### config.mk
export PLATFORM = sky130hd
export DESIGN_NAME = sha256_message_digest_unit
export DESIGN_NICKNAME = d
export VERILOG_FILES = /design/src/hdl/shamd_pkg.sv /design/src/hdl/shamd_ctrl.sv /design/src/hdl/shamd_datapath.sv /design/src/hdl/sha256_message_digest_unit.sv
export SDC_FILE = /design/constraint.sdc
export NUM_CORES = 2
export LEC_CHECK = 0
export BUFFER_PORTS_ARGS = -buffer_cell sky130_fd_sc_hd__buf_2
export CAP_MARGIN = 20
export CORE_MARGIN = 2
export CORE_UTILIZATION = 25
export CTS_BUF_LIST = sky130_fd_sc_hd__clkbuf_2
export DETAILED_ROUTE_END_ITERATION = 10
export GPL_ROUTABILITY_DRIVEN = 0
export PLACE_DENSITY = 0.44
export SYNTH_ARGS = -nofsm -noshare
export SYNTH_HDL_FRONTEND = slang
export SYNTH_SLANG_ARGS = --single-unit
### constraint.sdc
create_clock -name clk -period 15.8 [get_ports clk]
set_input_delay 1.58 -clock clk [delete_from_list [all_inputs] [get_ports clk]]
set_output_delay 1.58 -clock clk [all_outputs]
set_load 0.01 [all_outputs]
### src/hdl/shamd_pkg.sv
`timescale 1ns / 1ps

package shamd_pkg;

    localparam int unsigned WORD_W  = 32;
    localparam int unsigned BLOCK_W = 512;
    localparam int unsigned COUNT_W = 61;

    localparam logic [5:0] FILL_LAST  = 6'd63;
    localparam logic [5:0] LEN_POS    = 6'd56;
    localparam logic [5:0] ROUND_LAST = 6'd63;
    localparam logic [2:0] WORD_LAST  = 3'd7;
    localparam logic [7:0] PAD_MARK   = 8'h80;

    localparam logic [WORD_W-1:0] ROUND_K [64] = '{
        32'h428a2f98, 32'h71374491, 32'hb5c0fbcf, 32'he9b5dba5,
        32'h3956c25b, 32'h59f111f1, 32'h923f82a4, 32'hab1c5ed5,
        32'hd807aa98, 32'h12835b01, 32'h243185be, 32'h550c7dc3,
        32'h72be5d74, 32'h80deb1fe, 32'h9bdc06a7, 32'hc19bf174,
        32'he49b69c1, 32'hefbe4786, 32'h0fc19dc6, 32'h240ca1cc,
        32'h2de92c6f, 32'h4a7484aa, 32'h5cb0a9dc, 32'h76f988da,
        32'h983e5152, 32'ha831c66d, 32'hb00327c8, 32'hbf597fc7,
        32'hc6e00bf3, 32'hd5a79147, 32'h06ca6351, 32'h14292967,
        32'h27b70a85, 32'h2e1b2138, 32'h4d2c6dfc, 32'h53380d13,
        32'h650a7354, 32'h766a0abb, 32'h81c2c92e, 32'h92722c85,
        32'ha2bfe8a1, 32'ha81a664b, 32'hc24b8b70, 32'hc76c51a3,
        32'hd192e819, 32'hd6990624, 32'hf40e3585, 32'h106aa070,
        32'h19a4c116, 32'h1e376c08, 32'h2748774c, 32'h34b0bcb5,
        32'h391c0cb3, 32'h4ed8aa4a, 32'h5b9cca4f, 32'h682e6ff3,
        32'h748f82ee, 32'h78a5636f, 32'h84c87814, 32'h8cc70208,
        32'h90befffa, 32'ha4506ceb, 32'hbef9a3f7, 32'hc67178f2
    };

    localparam logic [WORD_W-1:0] INIT_HASH [8] = '{
        32'h6a09e667, 32'hbb67ae85, 32'h3c6ef372, 32'ha54ff53a,
        32'h510e527f, 32'h9b05688c, 32'h1f83d9ab, 32'h5be0cd19
    };

    typedef enum logic [1:0] {
        BSEL_INPUT,
        BSEL_MARK,
        BSEL_ZERO,
        BSEL_LEN
    } byte_sel_t;

    typedef struct packed {
        logic       shift_en;
        byte_sel_t  byte_sel;
        logic [2:0] len_idx;
        logic       count_inc;
        logic       load_work;
        logic       round_en;
        logic [5:0] round_idx;
        logic       chain_add;
        logic       restart;
        logic [2:0] word_idx;
    } shamd_cmd_t;

    function automatic logic [WORD_W-1:0] ror(input logic [WORD_W-1:0] v, input int unsigned s);
        ror = (v >> s) | (v << (WORD_W - s));
    endfunction

    function automatic logic [WORD_W-1:0] big0(input logic [WORD_W-1:0] v);
        big0 = ror(v, 2) ^ ror(v, 13) ^ ror(v, 22);
    endfunction

    function automatic logic [WORD_W-1:0] big1(input logic [WORD_W-1:0] v);
        big1 = ror(v, 6) ^ ror(v, 11) ^ ror(v, 25);
    endfunction

    function automatic logic [WORD_W-1:0] sig0(input logic [WORD_W-1:0] v);
        sig0 = ror(v, 7) ^ ror(v, 18) ^ (v >> 3);
    endfunction

    function automatic logic [WORD_W-1:0] sig1(input logic [WORD_W-1:0] v);
        sig1 = ror(v, 17) ^ ror(v, 19) ^ (v >> 10);
    endfunction

endpackage

### src/hdl/shamd_ctrl.sv
`timescale 1ns / 1ps

module shamd_ctrl
    import shamd_pkg::*;
(
    input  logic       clk,
    input  logic       rst_n,
    input  logic       in_valid,
    input  logic       has_byte,
    input  logic       end_of_message,
    input  logic       out_ready,
    output logic       in_ready,
    output logic       out_valid,
    output shamd_cmd_t cmd
);

    typedef enum logic [2:0] {
        S_IDLE,
        S_PAD,
        S_ROUND,
        S_ADD,
        S_EMIT
    } state_t;

    state_t     state_reg, state_next;
    logic [5:0] fill_reg, fill_next;
    logic [5:0] round_reg, round_next;
    logic [2:0] word_reg, word_next;
    logic       marker_reg, marker_next;
    logic       len_ok_reg, len_ok_next;
    logic       end_pend_reg, end_pend_next;
    logic       final_reg, final_next;

    assign in_ready  = (state_reg == S_IDLE);
    assign out_valid = (state_reg == S_EMIT);

    always_comb
    begin
        state_next    = state_reg;
        fill_next     = fill_reg;
        round_next    = round_reg;
        word_next     = word_reg;
        marker_next   = marker_reg;
        len_ok_next   = len_ok_reg;
        end_pend_next = end_pend_reg;
        final_next    = final_reg;

        cmd           = '0;
        cmd.byte_sel  = BSEL_INPUT;
        cmd.round_idx = round_reg;
        cmd.word_idx  = word_reg;
        cmd.len_idx   = fill_reg[2:0];

        unique case (state_reg)
            S_IDLE:
            begin
                if (in_valid)
                begin
                    if (has_byte)
                    begin
                        cmd.shift_en  = 1'b1;
                        cmd.count_inc = 1'b1;
                        fill_next     = fill_reg + 6'd1;
                    end
                    if (has_byte && (fill_reg == FILL_LAST))
                    begin
                        // block full: compress, remember a pending end mark
                        cmd.load_work = 1'b1;
                        round_next    = '0;
                        end_pend_next = end_of_message;
                        final_next    = 1'b0;
                        marker_next   = 1'b0;
                        state_next    = S_ROUND;
                    end
                    else if (end_of_message)
                    begin
                        marker_next = 1'b0;
                        state_next  = S_PAD;
                    end
                end
            end

            S_PAD:
            begin
                cmd.shift_en = 1'b1;
                fill_next    = fill_reg + 6'd1;
                if (!marker_reg)
                begin
                    cmd.byte_sel = BSEL_MARK;
                    marker_next  = 1'b1;
                    len_ok_next  = (fill_reg < LEN_POS);
                end
                else if (len_ok_reg && (fill_reg >= LEN_POS))
                begin
                    cmd.byte_sel = BSEL_LEN;
                end
                else
                begin
                    cmd.byte_sel = BSEL_ZERO;
                end
                if (fill_reg == FILL_LAST)
                begin
                    cmd.load_work = 1'b1;
                    round_next    = '0;
                    end_pend_next = 1'b1;
                    final_next    = marker_reg && len_ok_reg;
                    state_next    = S_ROUND;
                end
            end

            S_ROUND:
            begin
                cmd.round_en = 1'b1;
                round_next   = round_reg + 6'd1;
                if (round_reg == ROUND_LAST)
                begin
                    state_next = S_ADD;
                end
            end

            S_ADD:
            begin
                cmd.chain_add = 1'b1;
                priority if (final_reg)
                begin
                    word_next  = '0;
                    state_next = S_EMIT;
                end
                else if (end_pend_reg)
                begin
                    // end pending: marker first if not yet placed, then zeros and length
                    len_ok_next = marker_reg;
                    state_next  = S_PAD;
                end
                else
                begin
                    state_next = S_IDLE;
                end
            end

            S_EMIT:
            begin
                if (out_ready)
                begin
                    word_next = word_reg + 3'd1;
                    if (word_reg == WORD_LAST)
                    begin
                        cmd.restart   = 1'b1;
                        fill_next     = '0;
                        marker_next   = 1'b0;
                        len_ok_next   = 1'b0;
                        end_pend_next = 1'b0;
                        final_next    = 1'b0;
                        state_next    = S_IDLE;
                    end
                end
            end

            default:
            begin
                state_next = S_IDLE;
            end
        endcase
    end

    always_ff @(posedge clk or negedge rst_n)
    begin
        if (!rst_n)
        begin
            state_reg    <= S_IDLE;
            fill_reg     <= '0;
            round_reg    <= '0;
            word_reg     <= '0;
            marker_reg   <= 1'b0;
            len_ok_reg   <= 1'b0;
            end_pend_reg <= 1'b0;
            final_reg    <= 1'b0;
        end
        else
        begin
            state_reg    <= state_next;
            fill_reg     <= fill_next;
            round_reg    <= round_next;
            word_reg     <= word_next;
            marker_reg   <= marker_next;
            len_ok_reg   <= len_ok_next;
            end_pend_reg <= end_pend_next;
            final_reg    <= final_next;
        end
    end

endmodule

### src/hdl/shamd_datapath.sv
`timescale 1ns / 1ps

module shamd_datapath
    import shamd_pkg::*;
(
    input  logic              clk,
    input  logic              rst_n,
    input  shamd_cmd_t        cmd,
    input  logic [7:0]        data_byte,
    output logic [WORD_W-1:0] digest_word,
    output logic [2:0]        word_index,
    output logic              last_word
);

    logic [BLOCK_W-1:0] win_reg, win_next;
    logic [WORD_W-1:0]  chain_reg [8];
    logic [COUNT_W-1:0] count_reg;
    logic [WORD_W-1:0]  a_reg, b_reg, c_reg, d_reg, e_reg, f_reg, g_reg, h_reg;

    logic [63:0]        len_bits;
    logic [5:0]         len_lsb;
    logic [7:0]         len_byte;
    logic [7:0]         byte_in;
    logic [WORD_W-1:0]  w0, w1, w9, w14, w_new;
    logic [WORD_W-1:0]  ch, maj, t1, t2;

    // bit length, big endian, one byte picked per padding beat
    assign len_bits = {count_reg, 3'b000};
    assign len_lsb  = {~cmd.len_idx, 3'b000};
    assign len_byte = len_bits[len_lsb +: 8];

    // schedule window: word j sits at the top j-th slot
    assign w0  = win_reg[511:480];
    assign w1  = win_reg[479:448];
    assign w9  = win_reg[223:192];
    assign w14 = win_reg[63:32];

    always_comb
    begin
        unique case (cmd.byte_sel)
            BSEL_INPUT: byte_in = data_byte;
            BSEL_MARK:  byte_in = PAD_MARK;
            BSEL_ZERO:  byte_in = 8'h00;
            BSEL_LEN:   byte_in = len_byte;
            default:    byte_in = 8'h00;
        endcase

        w_new = sig1(w14) + w9 + sig0(w1) + w0;
        ch    = (e_reg & f_reg) ^ (~e_reg & g_reg);
        maj   = (a_reg & b_reg) ^ (a_reg & c_reg) ^ (b_reg & c_reg);
        t1    = h_reg + big1(e_reg) + ch + ROUND_K[cmd.round_idx] + w0;
        t2    = big0(a_reg) + maj;

        priority if (cmd.shift_en)
        begin
            win_next = {win_reg[BLOCK_W-9:0], byte_in};
        end
        else if (cmd.round_en)
        begin
            win_next = {win_reg[BLOCK_W-WORD_W-1:0], w_new};
        end
        else
        begin
            win_next = win_reg;
        end
    end

    always_ff @(posedge clk)
    begin
        win_reg <= win_next;
        if (cmd.load_work)
        begin
            a_reg <= chain_reg[0];
            b_reg <= chain_reg[1];
            c_reg <= chain_reg[2];
            d_reg <= chain_reg[3];
            e_reg <= chain_reg[4];
            f_reg <= chain_reg[5];
            g_reg <= chain_reg[6];
            h_reg <= chain_reg[7];
        end
        else if (cmd.round_en)
        begin
            h_reg <= g_reg;
            g_reg <= f_reg;
            f_reg <= e_reg;
            e_reg <= d_reg + t1;
            d_reg <= c_reg;
            c_reg <= b_reg;
            b_reg <= a_reg;
            a_reg <= t1 + t2;
        end
    end

    always_ff @(posedge clk or negedge rst_n)
    begin
        if (!rst_n)
        begin
            chain_reg <= INIT_HASH;
            count_reg <= '0;
        end
        else
        begin
            if (cmd.restart)
            begin
                chain_reg <= INIT_HASH;
                count_reg <= '0;
            end
            else
            begin
                if (cmd.chain_add)
                begin
                    chain_reg[0] <= chain_reg[0] + a_reg;
                    chain_reg[1] <= chain_reg[1] + b_reg;
                    chain_reg[2] <= chain_reg[2] + c_reg;
                    chain_reg[3] <= chain_reg[3] + d_reg;
                    chain_reg[4] <= chain_reg[4] + e_reg;
                    chain_reg[5] <= chain_reg[5] + f_reg;
                    chain_reg[6] <= chain_reg[6] + g_reg;
                    chain_reg[7] <= chain_reg[7] + h_reg;
                end
                if (cmd.count_inc)
                begin
                    count_reg <= count_reg + COUNT_W'(1);
                end
            end
        end
    end

    assign digest_word = chain_reg[cmd.word_idx];
    assign word_index  = cmd.word_idx;
    assign last_word   = (cmd.word_idx == WORD_LAST);

endmodule

### src/hdl/sha256_message_digest_unit.sv
`timescale 1ns / 1ps

// sha-256 over a byte stream. each input beat carries at most one message byte
// (has_byte) and may close the message (end_of_message); a beat with neither
// does nothing. while gathering, one byte is taken per cycle. when the 64th byte
// of a block arrives, input stalls for the 64 rounds through the single round
// unit, one round per cycle, and for the fold of the working variables into the
// chain value. at the end mark the block shifts in the 0x80 marker, zero fill
// and the 64-bit big-endian bit length one byte per cycle, which takes one
// compression, or two when fewer than nine bytes of the block were left. the
// digest then leaves as eight 32-bit output beats, h0 first, with word_index
// 0..7 and last_word on the eighth; input is held off until the last beat is
// taken, after which the unit starts a new message from the initial hash
// values. the byte count wraps modulo 2^61.
module sha256_message_digest_unit
    import shamd_pkg::*;
(
    input  logic        clk,
    input  logic        rst_n,
    input  logic        in_valid,
    output logic        in_ready,
    input  logic [7:0]  data_byte,
    input  logic        has_byte,
    input  logic        end_of_message,
    output logic        out_valid,
    input  logic        out_ready,
    output logic [31:0] digest_word,
    output logic [2:0]  word_index,
    output logic        last_word
);

    shamd_cmd_t cmd;

    // sequencer: fill count, padding steps, round counter, digest beats
    shamd_ctrl u_ctrl (
        .clk            (clk),
        .rst_n          (rst_n),
        .in_valid       (in_valid),
        .has_byte       (has_byte),
        .end_of_message (end_of_message),
        .out_ready      (out_ready),
        .in_ready       (in_ready),
        .out_valid      (out_valid),
        .cmd            (cmd)
    );

    // block window / message schedule, round unit, chain value, byte count
    shamd_datapath u_datapath (
        .clk         (clk),
        .rst_n       (rst_n),
        .cmd         (cmd),
        .data_byte   (data_byte),
        .digest_word (digest_word),
        .word_index  (word_index),
        .last_word   (last_word)
    );

    // input and output sides never open together
    assert property (@(posedge clk) disable iff (!rst_n)
        !(in_ready && out_valid))
        else $error("input and output open at once");

    // a digest always begins with h0
    assert property (@(posedge clk) disable iff (!rst_n)
        $rose(out_valid) |-> (word_index == 3'd0))
        else $error("digest does not start at word 0");

    // digest words go out in order without gaps
    assert property (@(posedge clk) disable iff (!rst_n)
        (out_valid && out_ready && !last_word) |=>
            (out_valid && (word_index == 3'($past(word_index) + 3'd1))))
        else $error("digest beat out of order");

    // after the last word the unit takes input again
    assert property (@(posedge clk) disable iff (!rst_n)
        (out_valid && out_ready && last_word) |=> (in_ready && !out_valid))
        else $error("no restart after last digest beat");

endmodule
==> impl_results.md <==
- Routed len/inst: 21.9 microns
- Delay of the slowest critical-path stage: 0.75 ns
- Total clock buffers created by CTS: 328
- Std-Cell Rows: 201
- Max-Cap Viols: 0
- Worst-path maximum fanout: 18
- Critical Path Most Common Cell: fa_1
- Max-slew violation count: 0
- Max reg flops: about 510
- Grt ovf: 0
- Remaining DRCs: 0
- Compound-gate portion of the synthesized area: 13.3%
- Layout cells sized above 1: 11.9%
- Post-Synth Adder-Cell Area: a little under an eighth
- XOR/XNOR Fraction of Synth Area: 7.17%
- Final min period: 10.58 ns
- CTS Buffer Depth: 4
- Hold WS: 0.400 ns
- NumNets Final: 8823
- DR iter-0 viols: between 5000 and 6000
- EDFF count, synth: 768
- Antenna violations before repair: 7
- Combinational family with the most area after synthesis: simple AND/OR/NAND/NOR gates
- DP Wirelength: 196000 microns
- Run status: completed
- Final hold violations: 0
- Critical path class: flip-flop to flip-flop
- Slew @ Worst Pin: 1.14 ns
- Mux contribution to synthesized area: 3.86%
- Max Freq: 94.5 MHz
- Die Span Y: 554 microns
- Sum Neg Setup Slack: 0 ns
- Via-per-instance ratio: 4.94
- Final period utilization: 67.0%
- Via count: 61400
- Ys Warns: 0
- WP data arrival: 11.88 ns
- Post-route ant nets: 0
- Initial Util: about 25%
- Commonest non-fill, non-tap cell in the layout: nand2_1
- Layout overhead on the synthesized area: 9.64%
- CP Launch Type: flip-flop
- CTS root buffer: clkbuf_2
- Skew-Pair Late Insertion Delay: 1.69 ns
- Avg Cell Area, Syn: 9.21 sq um
- Syn Inst Count: 8216
- Worst-path clk slew: 0.10 ns
- Final setup fails: 0
- Req. time, crit path: 17.10 ns
- Fin Clk Skew: 0.184 ns
- Core area: 0.301 sq mm
- Number of setup buffers added after CTS: 0
- Die area: 0.307 sq mm
- Ys flop type: edfxtp_1
- Drt total wl: 272000 microns
- Hold Path Class: flip-flop to flip-flop
- Syn nets: 8824
- I/O Pins: 52
- Synthesized cell area: 0.0756 sq mm
- Pre-antenna DRT Iters: 8
- Largest net degree at the start of global routing: 193
- Simple-Gate Fraction of Synth Area: 18.0%
- First-pass GRT wire length: 404000 microns
- CTS tree: yes
- Number of global-route vias before repair: a little over 60000
- PortBufs: 51
- CP endpoint kind: flip-flop
- Slew headroom: 23.7%
- #FFs+latches synth: 1107
- RSZ-0062 raised after global routing: false
- Die Wd: between 500 and 600 microns
- CTS sink cnt: approximately 1100
- CP max stage cell: dfrtp_1
- Async SR Flop Fraction: ~31%
- Total track usage: 17.3%
- Register area share after synthesis: between 40% and 50%
- Most frequent cells in the layout: nand2_1 (2328), edfxtp_1 (768), clkbuf_2 (503)
- Max H-tree Level: 5
- Distinct cells, synth: 101
==> what timing repair did <==
| item | in CTS | in global routing |
|---|---|---|
| gates resized for setup | 0 | 0 |
| endpoints found under the hold margin | 29 | 0 |
| hold buffers | 1 | 0 |
==> cell usage after synthesis (all sizes together) (83+ instances only) <==
cell type / count / area (sq um)
a21o: 200 / 1500
a21oi: 491 / 2460
clkbuf: 415 / 1560
dfrtp: 203 / 5080
dfstp: 136 / 3570
edfxtp: 768 / 23100
fa: 195 / 3900
ha: 399 / 4990
inv: 336 / 1260
mux4: 83 / 1870
nand2: 2332 / 8750
nand3: 169 / 856
nor2: 390 / 1460
nor3: 102 / 515
o21ai: 474 / 2370
xnor2: 383 / 3350
xor2: 234 / 2050
==> per-layer routing <==
layer | wire [microns] | up-vias | global-route usage [%]
met1 | 123000 | 30500 | 23.4
met2 | 125000 | 1978 | 27.8
met4 | 9580 | 4 | 6.15
met3 | 14700 | 479 | 2.57
li1 | - | 28500 | -
met5 | 23 | - | 0
==> path summary, 6_finish.rpt <==
kind / slack [ns] / cells past startpoint / start / to
min: 0.40 / 2 / u_datapath.win_reg[389] / u_datapath.win_reg[397]
max reg2reg: 5.22 / 36 / u_ctrl.round_reg[1] / u_datapath.a_reg[30]
min reg2reg: 0.40 / 2 / u_datapath.win_reg[389] / u_datapath.win_reg[397]
min in group asynchronous: 0.53 / 2 / rst_n / u_datapath.chain_reg[236]
max: 5.22 / 36 / u_ctrl.round_reg[1] / u_datapath.a_reg[30]
max in group asynchronous: 12.09 / 5 / rst_n / u_ctrl.round_reg[3]
==> area by class of cell <==
class | instances | area [sq um]
Fill cell | 32100 | 218000
Tap cell | 3958 | 4950
Timing Repair Buffer | 124 | 898
Multi-Input combinational cell | 6317 | 41000
Inverter | 337 | 1270
Clock buffer | 503 | 2520
Sequential cell | 1107 | 31700
Antenna cell | 4 | 10.0
Clock inverter | 83 | 527
==> kinds of logic after synthesis <==
family | after synthesis
fa+ha+maj | 597
xor+xnor | 618
simple gates | 3300
buf+inv | 792
flops | 1107
mux | 180
compound gates | 1622
==> worst max-delay path: cells and delay by family (launching register included) <==
family | cells | cell delay (ns)
xor gates and xnor gates | 2 | 0.53
and+or+nand+nor | 7 | 1.18
buffers and inverters | 5 | 0.87
adders and majority gates | 8 | 3.55
muxes | 1 | 0.58
AOI/OAI and AO/OA | 13 | 2.77
DFF | 1 | 0.75
==> metrics by stage <==
step,area (sq um),setup slack (ns),instances,utilization (%)
2_1_floorplan,75600,1.16,8216,-
3_3_place_gp,79900,5.45,11800,26.6
3_5_place_dp,79900,5.55,11800,26.6
4_1_cts,82900,5.37,12400,27.6
5_1_grt,82900,4.72,12400,27.6
6_report,82900,5.22,12400,27.6
Power is not shown: default switching activity piles up to over one toggle a cycle in this logic, so the estimate is an artifact.
